**config.mk**
```make
export PLATFORM = sky130hd
export DESIGN_NAME = binary_fixed_to_decimal_ascii_top
export DESIGN_NICKNAME = d
export VERILOG_FILES = /design/src/hw/rtl/bfda_pkg.sv /design/src/hw/rtl/bfda_dabble_stage.sv /design/src/hw/rtl/binary_fixed_to_decimal_ascii_top.sv
export VERILOG_INCLUDE_DIRS = /design/src /design/src/hw/rtl
export SDC_FILE = /design/constraint.sdc
export NUM_CORES = 1
export LEC_CHECK = 0
export ABC_AREA = 1
export ABC_CLOCK_PERIOD_IN_PS = 5400
export BUFFER_PORTS_ARGS = -buffer_cell sky130_fd_sc_hd__buf_4
export CAP_MARGIN = 15
export CORE_MARGIN = 5
export CORE_UTILIZATION = 50
export CTS_BUF_LIST = sky130_fd_sc_hd__clkbuf_4
export DETAILED_ROUTE_END_ITERATION = 8
export PLACE_DENSITY = 0.66
export SLEW_MARGIN = 20
export SYNTH_ARGS = -nofsm -noshare
export SYNTH_HDL_FRONTEND = slang
export SYNTH_SLANG_ARGS = --single-unit
```
**constraint.sdc**
```tcl
create_clock -name clk_i -period 5.4 [get_ports clk_i]
set_input_delay 0.54 -clock clk_i [delete_from_list [all_inputs] [get_ports clk_i]]
set_output_delay 0.54 -clock clk_i [all_outputs]
set_load 0.03 [all_outputs]
```
**src/hw/rtl/assert_macros.svh**
```systemverilog
// assertion macros shared by the rtl modules
// assumes clk_i and rst_ni in the scope of each use
`ifndef ASSERT_MACROS_SVH
`define ASSERT_MACROS_SVH

// antecedent implies consequent in the same cycle
`define BFDA_ASSERT_IMP(lbl, ante, cons, msg) \
  lbl: assert property (@(posedge clk_i) disable iff (!rst_ni) (ante) |-> (cons)) \
    else $error(msg);

// antecedent implies consequent in the next cycle
`define BFDA_ASSERT_NXT(lbl, ante, cons, msg) \
  lbl: assert property (@(posedge clk_i) disable iff (!rst_ni) (ante) |=> (cons)) \
    else $error(msg);

`endif

```
**src/hw/rtl/bfda_pkg.sv**
```systemverilog
// package for the fixed-point to decimal ascii converter
// constants, pipeline word type; no dependencies
`default_nettype none

package bfda_pkg;

  localparam int unsigned InW       = 32;
  localparam int unsigned ValW      = 18;
  localparam int unsigned ScaleGrow = 7;
  localparam int unsigned ProdW     = ValW + ScaleGrow;
  localparam int unsigned ScaleShift = 8;
  localparam int unsigned HoldW     = ProdW - ScaleShift;
  localparam int unsigned NumDigits = 5;
  localparam int unsigned BcdW      = 4 * NumDigits;

  localparam int unsigned ShiftsA = 6;
  localparam int unsigned ShiftsB = 6;
  localparam int unsigned ShiftsC = HoldW - ShiftsA - ShiftsB;

  localparam logic [InW-1:0] ConvLimit = 32'd256000;

  localparam logic [7:0] CharZero  = 8'd48;
  localparam logic [7:0] CharBlank = 8'h20;
  localparam logic [7:0] CharPoint = 8'h2E;
  localparam logic [7:0] CharStar  = 8'h2A;

  typedef struct packed {
    logic             oor;
    logic [HoldW-1:0] bin;
    logic [BcdW-1:0]  bcd;
  } bfda_word_t;

endpackage

`default_nettype wire

```
**src/hw/rtl/bfda_dabble_stage.sv**
```systemverilog
// one registered binary to bcd stage, NumShifts shift-add-3 steps per stage
// depends on bfda_pkg
`default_nettype none

module bfda_dabble_stage import bfda_pkg::*; #(
  parameter int unsigned NumShifts = ShiftsA
) (
  input  wire logic       clk_i,
  input  wire logic       rst_ni,
  input  wire logic       in_valid_i,
  output logic            in_ready_o,
  input  wire bfda_word_t in_word_i,
  output logic            out_valid_o,
  input  wire logic       out_ready_i,
  output bfda_word_t      out_word_o
);

  function automatic bfda_word_t dabble(bfda_word_t w);
    bfda_word_t r;
    r = w;
    for (int s = 0; s < NumShifts; s++) begin
      for (int n = 0; n < NumDigits; n++) begin
        if (r.bcd[n*4 +: 4] >= 4'd5) begin
          r.bcd[n*4 +: 4] = r.bcd[n*4 +: 4] + 4'd3;
        end
      end
      r.bcd = {r.bcd[BcdW-2:0], r.bin[HoldW-1]};
      r.bin = {r.bin[HoldW-2:0], 1'b0};
    end
    return r;
  endfunction

  logic       valid_q;
  bfda_word_t word_q;
  bfda_word_t word_d;

  assign in_ready_o  = !valid_q || out_ready_i;
  assign word_d      = dabble(in_word_i);
  assign out_valid_o = valid_q;
  assign out_word_o  = word_q;

  always_ff @(posedge clk_i or negedge rst_ni) begin
    if (!rst_ni) begin
      valid_q <= 1'b0;
    end else if (in_ready_o) begin
      valid_q <= in_valid_i;
    end
  end

  always_ff @(posedge clk_i) begin
    if (in_ready_o && in_valid_i) begin
      word_q <= word_d;
    end
  end

endmodule

`default_nettype wire

```
**src/hw/rtl/binary_fixed_to_decimal_ascii_top.sv**
```systemverilog
// top level: fixed-point (1/256) to six ascii characters "ddd.dd"
// depends on bfda_pkg, bfda_dabble_stage, assert_macros.svh
//
// channel   dir  fields                                   per item
// s_axis    in   tdata[31:0] fixed_value                  one value
// m_axis    out  tdata[7:0] ascii_char, tlast last_char   six characters
//
// a value passes a scale register and three bcd conversion registers, then
// a serializer register that sends one character per cycle while m_axis is
// ready; when full, it takes the next value only with its last character's transfer.
// up to four more values queue in the pipeline. reset clears the valid bits
// and the character index only. a stall on m_axis holds every full stage.
`default_nettype none

`include "assert_macros.svh"

module binary_fixed_to_decimal_ascii_top import bfda_pkg::*; (
  input  wire logic           clk_i,
  input  wire logic           rst_ni,
  input  wire logic           s_axis_tvalid,
  output logic                s_axis_tready,
  input  wire logic [InW-1:0] s_axis_tdata,   // [31:0] fixed_value
  output logic                m_axis_tvalid,
  input  wire logic           m_axis_tready,
  output logic [7:0]          m_axis_tdata,   // [7:0] ascii_char
  output logic                m_axis_tlast    // last_char
);

  localparam logic [2:0] PosHundreds = 3'd0;
  localparam logic [2:0] PosTens     = 3'd1;
  localparam logic [2:0] PosUnits    = 3'd2;
  localparam logic [2:0] PosPoint    = 3'd3;
  localparam logic [2:0] PosTenths   = 3'd4;
  localparam logic [2:0] PosLast     = 3'd5;

  // scale stage
  logic             s1_valid_q;
  bfda_word_t       s1_word_q;
  bfda_word_t       s1_word_d;
  logic             s1_ready;
  logic [ValW-1:0]  val;
  logic [ProdW-1:0] prod;

  assign val  = s_axis_tdata[ValW-1:0];
  assign prod = {1'b0, val, 6'b0} + {2'b0, val, 5'b0} + {5'b0, val, 2'b0};

  always_comb begin
    s1_word_d     = '0;
    s1_word_d.oor = s_axis_tdata >= ConvLimit;
    s1_word_d.bin = prod[ProdW-1:ScaleShift];
  end

  assign s_axis_tready = !s1_valid_q || s1_ready;

  always_ff @(posedge clk_i or negedge rst_ni) begin
    if (!rst_ni) begin
      s1_valid_q <= 1'b0;
    end else if (s_axis_tready) begin
      s1_valid_q <= s_axis_tvalid;
    end
  end

  always_ff @(posedge clk_i) begin
    if (s_axis_tready && s_axis_tvalid) begin
      s1_word_q <= s1_word_d;
    end
  end

  // bcd conversion stages
  logic       a_valid, a_ready, b_valid, b_ready, c_valid, c_ready;
  bfda_word_t a_word, b_word, c_word;

  bfda_dabble_stage #(.NumShifts(ShiftsA)) u_stage_a (
    .clk_i       (clk_i),
    .rst_ni      (rst_ni),
    .in_valid_i  (s1_valid_q),
    .in_ready_o  (s1_ready),
    .in_word_i   (s1_word_q),
    .out_valid_o (a_valid),
    .out_ready_i (a_ready),
    .out_word_o  (a_word)
  );

  bfda_dabble_stage #(.NumShifts(ShiftsB)) u_stage_b (
    .clk_i       (clk_i),
    .rst_ni      (rst_ni),
    .in_valid_i  (a_valid),
    .in_ready_o  (a_ready),
    .in_word_i   (a_word),
    .out_valid_o (b_valid),
    .out_ready_i (b_ready),
    .out_word_o  (b_word)
  );

  bfda_dabble_stage #(.NumShifts(ShiftsC)) u_stage_c (
    .clk_i       (clk_i),
    .rst_ni      (rst_ni),
    .in_valid_i  (b_valid),
    .in_ready_o  (b_ready),
    .in_word_i   (b_word),
    .out_valid_o (c_valid),
    .out_ready_i (c_ready),
    .out_word_o  (c_word)
  );

  // serializer
  logic            ser_valid_q;
  logic [2:0]      ser_idx_q;
  logic            ser_oor_q;
  logic [BcdW-1:0] ser_bcd_q;
  logic [3:0]      d4, d3, d2, d1, d0;
  logic            out_xfer;

  assign out_xfer = m_axis_tvalid && m_axis_tready;
  assign c_ready  = !ser_valid_q || (m_axis_tready && ser_idx_q == PosLast);

  always_ff @(posedge clk_i or negedge rst_ni) begin
    if (!rst_ni) begin
      ser_valid_q <= 1'b0;
      ser_idx_q   <= PosHundreds;
    end else if (c_ready) begin
      ser_valid_q <= c_valid;
      ser_idx_q   <= PosHundreds;
    end else if (out_xfer) begin
      ser_idx_q <= ser_idx_q + 3'd1;
    end
  end

  always_ff @(posedge clk_i) begin
    if (c_ready && c_valid) begin
      ser_oor_q <= c_word.oor;
      ser_bcd_q <= c_word.bcd;
    end
  end

  assign d4 = ser_bcd_q[19:16];
  assign d3 = ser_bcd_q[15:12];
  assign d2 = ser_bcd_q[11:8];
  assign d1 = ser_bcd_q[7:4];
  assign d0 = ser_bcd_q[3:0];

  always_comb begin
    case (ser_idx_q)
      PosHundreds: m_axis_tdata = ser_oor_q ? CharStar :
                                  (d4 != 4'd0) ? CharZero + {4'b0, d4} : CharBlank;
      PosTens:     m_axis_tdata = ser_oor_q ? CharStar :
                                  (d4 != 4'd0 || d3 != 4'd0) ? CharZero + {4'b0, d3}
                                                             : CharBlank;
      PosUnits:    m_axis_tdata = ser_oor_q ? CharStar : CharZero + {4'b0, d2};
      PosPoint:    m_axis_tdata = CharPoint;
      PosTenths:   m_axis_tdata = ser_oor_q ? CharStar : CharZero + {4'b0, d1};
      PosLast:     m_axis_tdata = ser_oor_q ? CharStar : CharZero + {4'b0, d0};
      default:     m_axis_tdata = CharStar;
    endcase
  end

  assign m_axis_tvalid = ser_valid_q;
  assign m_axis_tlast  = ser_idx_q == PosLast;

  `BFDA_ASSERT_NXT(a_idx_step, out_xfer && !m_axis_tlast,
    m_axis_tvalid && ser_idx_q == 3'($past(ser_idx_q) + 3'd1), "char index did not advance")
  `BFDA_ASSERT_NXT(a_drain, out_xfer && m_axis_tlast && !c_valid,
    !m_axis_tvalid, "serializer still valid after its last character")
  `BFDA_ASSERT_IMP(a_bcd_digits, ser_valid_q && !ser_oor_q,
    d4 <= 4'd9 && d3 <= 4'd9 && d2 <= 4'd9 && d1 <= 4'd9 && d0 <= 4'd9,
    "bcd digit out of range")

endmodule

`default_nettype wire

```
==> results.rst, run 1 <==
.. list-table::
   :header-rows: 1

   * - Metric
     - Value
   * - Later-pin clock latency in the skew report
     - 0.48 ns
   * - Layout Nets
     - 1,278
   * - Total I/O pin count
     - 47
   * - Final weighted congestion of routability-driven global placement
     - 0.813
   * - Min setup slack post-route
     - 0.439 ns
   * - Internal power summed over all cells
     - 2.74 mW
   * - Sequential-to-total area share from yosys stat
     - 35.7%
   * - Worst slew margin
     - 45.7%
   * - Layout cells sized above 1
     - 13.1%
   * - Startpoint of the lowest-slack hold path
     - s_axis_tvalid
   * - First-pass GRT wire length
     - 24,100 um
   * - Critical path start-end classification
     - flop to flop
   * - DR iter-0 viols
     - 250
   * - Leading cell types in the layout, fill and taps excluded
     - sky130_fd_sc_hd__inv_1 (221), sky130_fd_sc_hd__nand2_1 (189), sky130_fd_sc_hd__edfxtp_1 (100)
   * - Combined global-route utilization of all metal layers
     - 13.8%
   * - Synthesized instance count
     - 1,074
   * - Crit Reg-Reg Startpoint
     - u_stage_b.out_word_o[12]$_DFFE_PP_
   * - Clock H-tree levels
     - 3
   * - Initial cell density of the core
     - 50.4%
   * - Final-report hold violation count
     - 0
   * - Final clock skew
     - 0.0250 ns
   * - Cell area after technology mapping
     - 8980 um^2
   * - Combinational power share
     - 68.6%
   * - CTS tree
     - built
   * - Type of element capturing the critical path
     - flop
   * - Yosys cell types
     - 53
   * - Die boundary width
     - 144 um
   * - Via count normalized by instance count
     - 4.82
   * - Critical Path Source
     - u_stage_b.out_word_o[12]$_DFFE_PP_
   * - Share of the core filled with cells in the final layout
     - 54.8%
   * - Proportion of synthesized flip-flops having asynchronous set or reset
     - 7.41%
   * - Slew Limit Fails
     - 0
   * - Row cnt
     - 49
   * - Final sum of negative setup slack
     - 0 ns
   * - Total of max-cap violations
     - 0
   * - Switching part of the total
     - 49.4%
   * - Die Y
     - 144 um
   * - Share of the clock period used by the worst path
     - 91.9%
   * - Largest fanout on the critical path
     - 4
   * - Required time worst endpoint
     - 5.70 ns
   * - Flop and latch count out of synthesis
     - 108
   * - Maximum number of pins on one net before global-route repair
     - 22
   * - DR vias
     - 6,584
   * - Initial antenna violation count
     - 2
   * - Placeable core area
     - 17,800 um^2
   * - I/O Buffers
     - 43
   * - Vias in the first global route
     - 6,031
   * - Power density over cell area
     - 554 nW/um^2
   * - Number of failing setup endpoints in the final timing report
     - 0
   * - Pre-CTS setup slack
     - 0.277 ns
   * - DRT Wirelength
     - 13,800 um
   * - Worst path arrival time
     - 5.26 ns
   * - Clock period minus final worst setup slack
     - 4.96 ns
   * - Worst-case clock buffer depth
     - 2
   * - Primary FF master, synth
     - sky130_fd_sc_hd__edfxtp_1
   * - Final routed DRC violation total
     - 0
   * - Register-to-register setup slack
     - 0.44 ns
   * - Sum of overflow across all layers after global routing
     - 0
   * - Startpoint class of the critical path
     - flop
   * - Total CTS buffers
     - 9
   * - Slowest cell on the critical path
     - sky130_fd_sc_hd__edfxtp_1
   * - Number of placed cells counting well taps
     - 1,346
   * - Worst hold slack
     - 0.254 ns
   * - Highest attainable clock frequency
     - 202 MHz
   * - Layout overhead on the synthesized area
     - 8.77%
   * - DRT Pass-1 Iters
     - 4
   * - Synth warn
     - 0
   * - Antenna Violating Nets Remaining
     - 0
   * - Area of the die
     - 20,700 um^2
   * - Share of total power in the clock network
     - 7.2%
   * - Number of standard cells in the layout, taps in and fillers out
     - 1,365
   * - Static leakage power
     - 4.86 nW
   * - Synthesized area per cell
     - 8.36 um^2
   * - Post-detailed-placement half-perimeter wirelength
     - 11,600 um
   * - Clock-pin slew reported for the worst setup and hold paths after clock tree synthesis
     - 0.16 ns
   * - Actual transition at the worst max-transition pin
     - 0.813 ns
   * - Most used cell along the critical path
     - sky130_fd_sc_hd__inv_1
   * - Share of power burned in registers
     - 24.1%
   * - Clock Sink Count
     - 108
   * - Root buffer cell
     - sky130_fd_sc_hd__clkbuf_4
   * - Run status
     - completed
   * - Commonest non-fill, non-tap cell in the layout
     - sky130_fd_sc_hd__inv_1
   * - CP peak stage delay
     - 0.47 ns
   * - Switch Pwr
     - 2.68 mW
   * - Average wire per standard cell
     - 10.1 um
   * - Worst ir drop on vdd
     - 0.000273 V
   * - Fill cell total of the finished layout
     - 1,660
   * - EDFF count, synth
     - 100
   * - Worst hold path type
     - primary input to flop
==> critical path, delay by kind of cell (launching register included) <==
family / cells / cell delay [ns]
AO/OA/AOI/OAI: 5 / 0.87
XOR/XNOR: 3 / 0.64
adder cells (fa/ha/maj): 7 / 1.28
buffers and inverters: 8 / 0.55
flip-flops: 1 / 0.47
AND/OR/NAND/NOR: 7 / 0.99
==> synth_stat cells, types with 3 or more instances <==
cell type | instances | area, um^2
sky130_fd_sc_hd__a211oi_1 | 3 | 22.5
sky130_fd_sc_hd__a21o_1 | 5 | 37.5
sky130_fd_sc_hd__a21oi_1 | 51 | 255
sky130_fd_sc_hd__a31oi_1 | 3 | 18.8
sky130_fd_sc_hd__and2_1 | 7 | 43.8
sky130_fd_sc_hd__buf_4 | 3 | 22.5
sky130_fd_sc_hd__dfrtp_1 | 8 | 200
sky130_fd_sc_hd__edfxtp_1 | 100 | 3000
sky130_fd_sc_hd__fa_1 | 14 | 280
sky130_fd_sc_hd__ha_1 | 99 | 1240
sky130_fd_sc_hd__inv_1 | 221 | 830
sky130_fd_sc_hd__inv_2 | 6 | 22.5
sky130_fd_sc_hd__nand2_1 | 189 | 709
sky130_fd_sc_hd__nand2_2 | 29 | 181
sky130_fd_sc_hd__nand2_4 | 5 | 56.3
sky130_fd_sc_hd__nand3_1 | 48 | 240
sky130_fd_sc_hd__nand3_2 | 12 | 120
sky130_fd_sc_hd__nand4_1 | 8 | 50.1
sky130_fd_sc_hd__nor2_1 | 60 | 225
sky130_fd_sc_hd__nor3_1 | 8 | 40.0
sky130_fd_sc_hd__o211ai_1 | 5 | 37.5
sky130_fd_sc_hd__o21ai_0 | 53 | 265
sky130_fd_sc_hd__o21ai_1 | 28 | 140
sky130_fd_sc_hd__o21ai_2 | 16 | 140
sky130_fd_sc_hd__o21bai_1 | 3 | 22.5
sky130_fd_sc_hd__o22ai_1 | 5 | 31.3
sky130_fd_sc_hd__o31ai_1 | 5 | 37.5
sky130_fd_sc_hd__or2_2 | 3 | 18.8
sky130_fd_sc_hd__xnor2_1 | 9 | 78.8
sky130_fd_sc_hd__xor2_1 | 40 | 350
sky130_fd_sc_hd__xor2_2 | 3 | 48.8
==> power by group through the flow <==
stage	sequential (mW)	combinational (mW)	clock, mW
final	1.31	3.72	0.392
after global routing	1.32	4.35	0.449
after CTS	1.31	3.73	0.411
after detailed placement	1.33	3.71	0
after global placement	1.32	3.60	0
after floorplan	1.31	3.08	0
==> cell type report <==
class / instances / area [um^2] / area share [%]
multi-input combinational: 735 / 4930 / 50.4
sequential: 108 / 3200 / 32.8
inverter: 228 / 857 / 8.77
timing repair buffer: 47 / 355 / 3.64
tap: 229 / 287 / 2.93
clock buffer: 9 / 67.6 / 0.691
clock inverter: 7 / 67.6 / 0.691
antenna: 2 / 5.00 / 0.0512
==> sequential cells by signal, indices dropped and copies added (netlist names) <==
register	count
u_stage_c.out_valid_o	1
u_stage_b.out_word_o	21
s1_valid_q	1
u_stage_a.out_valid_o	1
u_stage_a.out_word_o	19
ser_idx_q	3
ser_bcd_q	20
s1_word_q	18
ser_oor_q	1
u_stage_b.out_valid_o	1
m_axis_tvalid	1
u_stage_c.out_word_o	21
==> worst paths after layout <==
kind	endpoint	cells after the start
worst min register to register	ser_bcd_q[5]$_DFFE_PP_	0
worst max register to register	u_stage_c.out_word_o[18]$_DFFE_PP_	30
min in group asynchronous	u_stage_c.out_valid_o$_DFFE_PN0P_	2
worst max-delay path	u_stage_c.out_word_o[18]$_DFFE_PP_	30
worst min-delay path	s1_valid_q$_DFFE_PN0N_	3
max in group asynchronous	u_stage_b.out_valid_o$_DFFE_PN0P_	2
==> layer usage <==
metal,wire [um],vias to the layer above,track usage [%]
li1,-,3603,-
met1,6420,2913,16.7
met2,6840,55,25.2
met3,374,13,2.48
met4,163,0,3.82
met5,0,-,0
==> metrics by stage <==
stage          cell area (um^2)  total power [mW]
2_1_floorplan              8990              4.39
3_3_place_gp               9590              4.92
3_5_place_dp               9590              5.04
4_1_cts                    9740              5.45
5_1_grt                    9770              6.11
6_report                   9770              5.42
==> cell families (layout without fill, tap and decap cells) <==
group           count (synthesis)  in the layout  share of synthesized area [%]
compound gates                185            185                           12.0
xor+xnor                       53             53                           5.63
fa+ha+maj                     113            113                           16.9
buf+inv                       232            291                           9.83
flops                         108            108                           35.7
mux                             2              2                          0.237
other cells                     2              5                         0.0836
simple gates                  379            379                           19.6
==> repair_timing <==
item / in CTS / in global routing
setup buffers: 0 / 0
hold endpoints to repair: 8 / 0
hold buffers: 1 / 0
endpoints found under the setup margin: 0 / 4
resized for setup: 0 / 5
(Power assumes the default switching activity.)
==> run 2, diff against run 1 <==
--- a/config.mk
+++ b/config.mk
@@ -7,7 +7,7 @@
 export NUM_CORES = 1
 export LEC_CHECK = 0
 export ABC_AREA = 1
-export ABC_CLOCK_PERIOD_IN_PS = 5400
+export ABC_CLOCK_PERIOD_IN_PS = 5000
 export BUFFER_PORTS_ARGS = -buffer_cell sky130_fd_sc_hd__buf_4
 export CAP_MARGIN = 15
 export CORE_MARGIN = 5
==> constraint.sdc (replaced) <==
create_clock -name clk_i -period 5 [get_ports clk_i]
set_input_delay 0.5 -clock clk_i [delete_from_list [all_inputs] [get_ports clk_i]]
set_output_delay 0.5 -clock clk_i [all_outputs]
set_load 0.03 [all_outputs]
==> results.rst, run 2 (same netlist as run 1, synthesis figures left out) <==
.. list-table::
   :header-rows: 1

   * - Metric
     - Value
   * - Startpoint of the lowest-slack hold path
     - s_axis_tvalid
   * - Maximum number of pins on one net before global-route repair
     - 22
   * - Total CTS buffers
     - 9
   * - Clock period minus final worst setup slack
     - 4.63 ns
   * - Min setup slack post-route
     - 0.374 ns
   * - Initial cell density of the core
     - 50.4%
   * - I/O Buffers
     - 43
   * - Combined area of the multi-input logic cells
     - 5060 um^2
   * - Startpoint class of the critical path
     - flop
   * - Initial antenna violation count
     - 1
   * - Via count normalized by instance count
     - 4.81
   * - CP peak stage delay
     - 0.45 ns
   * - Layout cells sized above 1
     - 16.6%
   * - Area of the die
     - 20,700 um^2
   * - Register Area
     - 3200 um^2
   * - Total I/O pin count
     - 47
   * - Total of max-cap violations
     - 0
   * - Placeable core area
     - 17,800 um^2
   * - Commonest non-fill, non-tap cell in the layout
     - sky130_fd_sc_hd__inv_1
   * - Final-report hold violation count
     - 0
   * - Actual transition at the worst max-transition pin
     - 0.800 ns
   * - Run status
     - completed
   * - Later-pin clock latency in the skew report
     - 0.48 ns
   * - Design Area, Final
     - 9990 um^2
   * - Row cnt
     - 49
   * - Clock-pin slew reported for the worst setup and hold paths after clock tree synthesis
     - 0.17 ns
   * - Clock H-tree levels
     - 3
   * - Number of failing setup endpoints in the final timing report
     - 0
   * - Vias in the first global route
     - 6,050
   * - Root buffer cell
     - sky130_fd_sc_hd__clkbuf_4
   * - Worst-case clock buffer depth
     - 2
   * - Static leakage power
     - 4.92 nW
   * - Worst hold path type
     - primary input to flop
   * - Critical path start-end classification
     - flop to flop
   * - Required time worst endpoint
     - 5.22 ns
   * - Worst hold slack
     - 0.208 ns
   * - Combined global-route utilization of all metal layers
     - 14.0%
   * - Worst path arrival time
     - 4.85 ns
   * - Layout overhead on the synthesized area
     - 11.2%
   * - Highest attainable clock frequency
     - 216 MHz
   * - CTS tree
     - built
   * - DRT Pass-1 Iters
     - 4
   * - Pre-CTS setup slack
     - -0.106 ns
   * - Fill cell total of the finished layout
     - 1,620
   * - Final routed DRC violation total
     - 0
   * - Slew Limit Fails
     - 0
   * - Sum of overflow across all layers after global routing
     - 0
   * - Final weighted congestion of routability-driven global placement
     - 0.812
   * - Die boundary width
     - 144 um
   * - Crit Reg-Reg Startpoint
     - u_stage_b.out_word_o[4]$_DFFE_PP_
   * - DP Area
     - 9600 um^2
   * - Share of the clock period used by the worst path
     - 92.5%
   * - Clock Sink Count
     - 108
   * - Worst ir drop on vdd
     - 0.000339 V
   * - Worst slew margin
     - 46.6%
   * - DR vias
     - 6,618
   * - Type of element capturing the critical path
     - flop
   * - Layout Nets
     - 1,289
   * - Leading cell types in the layout, fill and taps excluded
     - sky130_fd_sc_hd__inv_1 (215), sky130_fd_sc_hd__nand2_1 (187), sky130_fd_sc_hd__edfxtp_1 (100)
   * - First-pass GRT wire length
     - 24,400 um
   * - Critical Path Source
     - u_stage_b.out_word_o[4]$_DFFE_PP_
   * - Power density over cell area
     - 606 nW/um^2
   * - Final clock skew
     - 0.0254 ns
   * - Antenna Violating Nets Remaining
     - 0
   * - Post-detailed-placement half-perimeter wirelength
     - 11,400 um
   * - DRT Wirelength
     - 14,000 um
   * - Largest fanout on the critical path
     - 4
   * - Slowest cell on the critical path
     - sky130_fd_sc_hd__edfxtp_1
   * - Die Y
     - 144 um
   * - Average wire per standard cell
     - 10.2 um
   * - DR iter-0 viols
     - 198
[run 2: cell count changes in the layout (fill, tap and decap cells not counted), sizes merged]
| cell | change |
|---|---|
| diode | -1 |
| buf | +11 |
[run 2: area by class of cell]
class	count	share of cell area, %
Multi-Input combinational cell	735	50.7
Sequential cell	108	32.1
Inverter	228	8.58
Timing Repair Buffer	58	4.38
Tap cell	229	2.87
Clock buffer	9	0.677
Clock inverter	7	0.677
Antenna cell	1	0.0251
[run 2: path summary, 6_finish.rpt]
| path | to | slack (ns) | cells after the start |
|---|---|---|---|
| worst max-delay path | u_stage_c.out_word_o[10]$_DFFE_PP_ | 0.37 | 28 |
| worst min register to register | ser_bcd_q[14]$_DFFE_PP_ | 0.44 | 0 |
| worst max register to register | u_stage_c.out_word_o[10]$_DFFE_PP_ | 0.37 | 28 |
| worst min-delay path | s1_valid_q$_DFFE_PN0N_ | 0.21 | 3 |
| min in group asynchronous | u_stage_c.out_valid_o$_DFFE_PN0P_ | 0.34 | 2 |
| max in group asynchronous | u_stage_b.out_valid_o$_DFFE_PN0P_ | 4.52 | 2 |
[run 2: per-layer routing]
metal	track usage [%]	part of all wire, %	up-vias
met5	0	0	-
met3	2.12	2.7	14
met2	25.4	49	71
met1	16.9	46	2924
met4	4.61	1.5	0
li1	-	-	3609
[run 2: worst max-delay path: cells and delay by family, from the launching register on]
family                     cells  cell delay (ns)
AOI/OAI and AO/OA              8             1.09
xor gates and xnor gates       4             0.87
adders and majority gates      5             0.94
buffers and inverters          6             0.50
DFF                            1             0.45
and+or+nand+nor                5             0.53
[run 2: timing repair]
item | CTS | global route
endpoints found under the setup margin | 2 | 24
endpoints found under the hold margin | 8 | 0
pin swaps | 0 | 14
setup buffers | 0 | 10
gates resized for setup | 3 | 38
hold buffers | 1 | 0
[run 2: power breakdown]
part	leakage, nW	internal [mW]	switching, mW
clock	0.0712	0.115	0.312
sequential	0.988	1.36	0.0490
combinational	3.86	1.60	2.62
total	4.92	3.07	2.98
[run 2: through the flow]
step,util (%),setup TNS (ns),power [mW],std cells
2_1_floorplan,-,0,4.74,1075
3_3_place_gp,53.8,0,5.32,1347
3_5_place_dp,53.8,-0.201,5.44,1347
4_1_cts,54.7,0,5.90,1364
5_1_grt,56.0,-0.0659,6.80,1375
6_report,56.0,0,6.05,1375
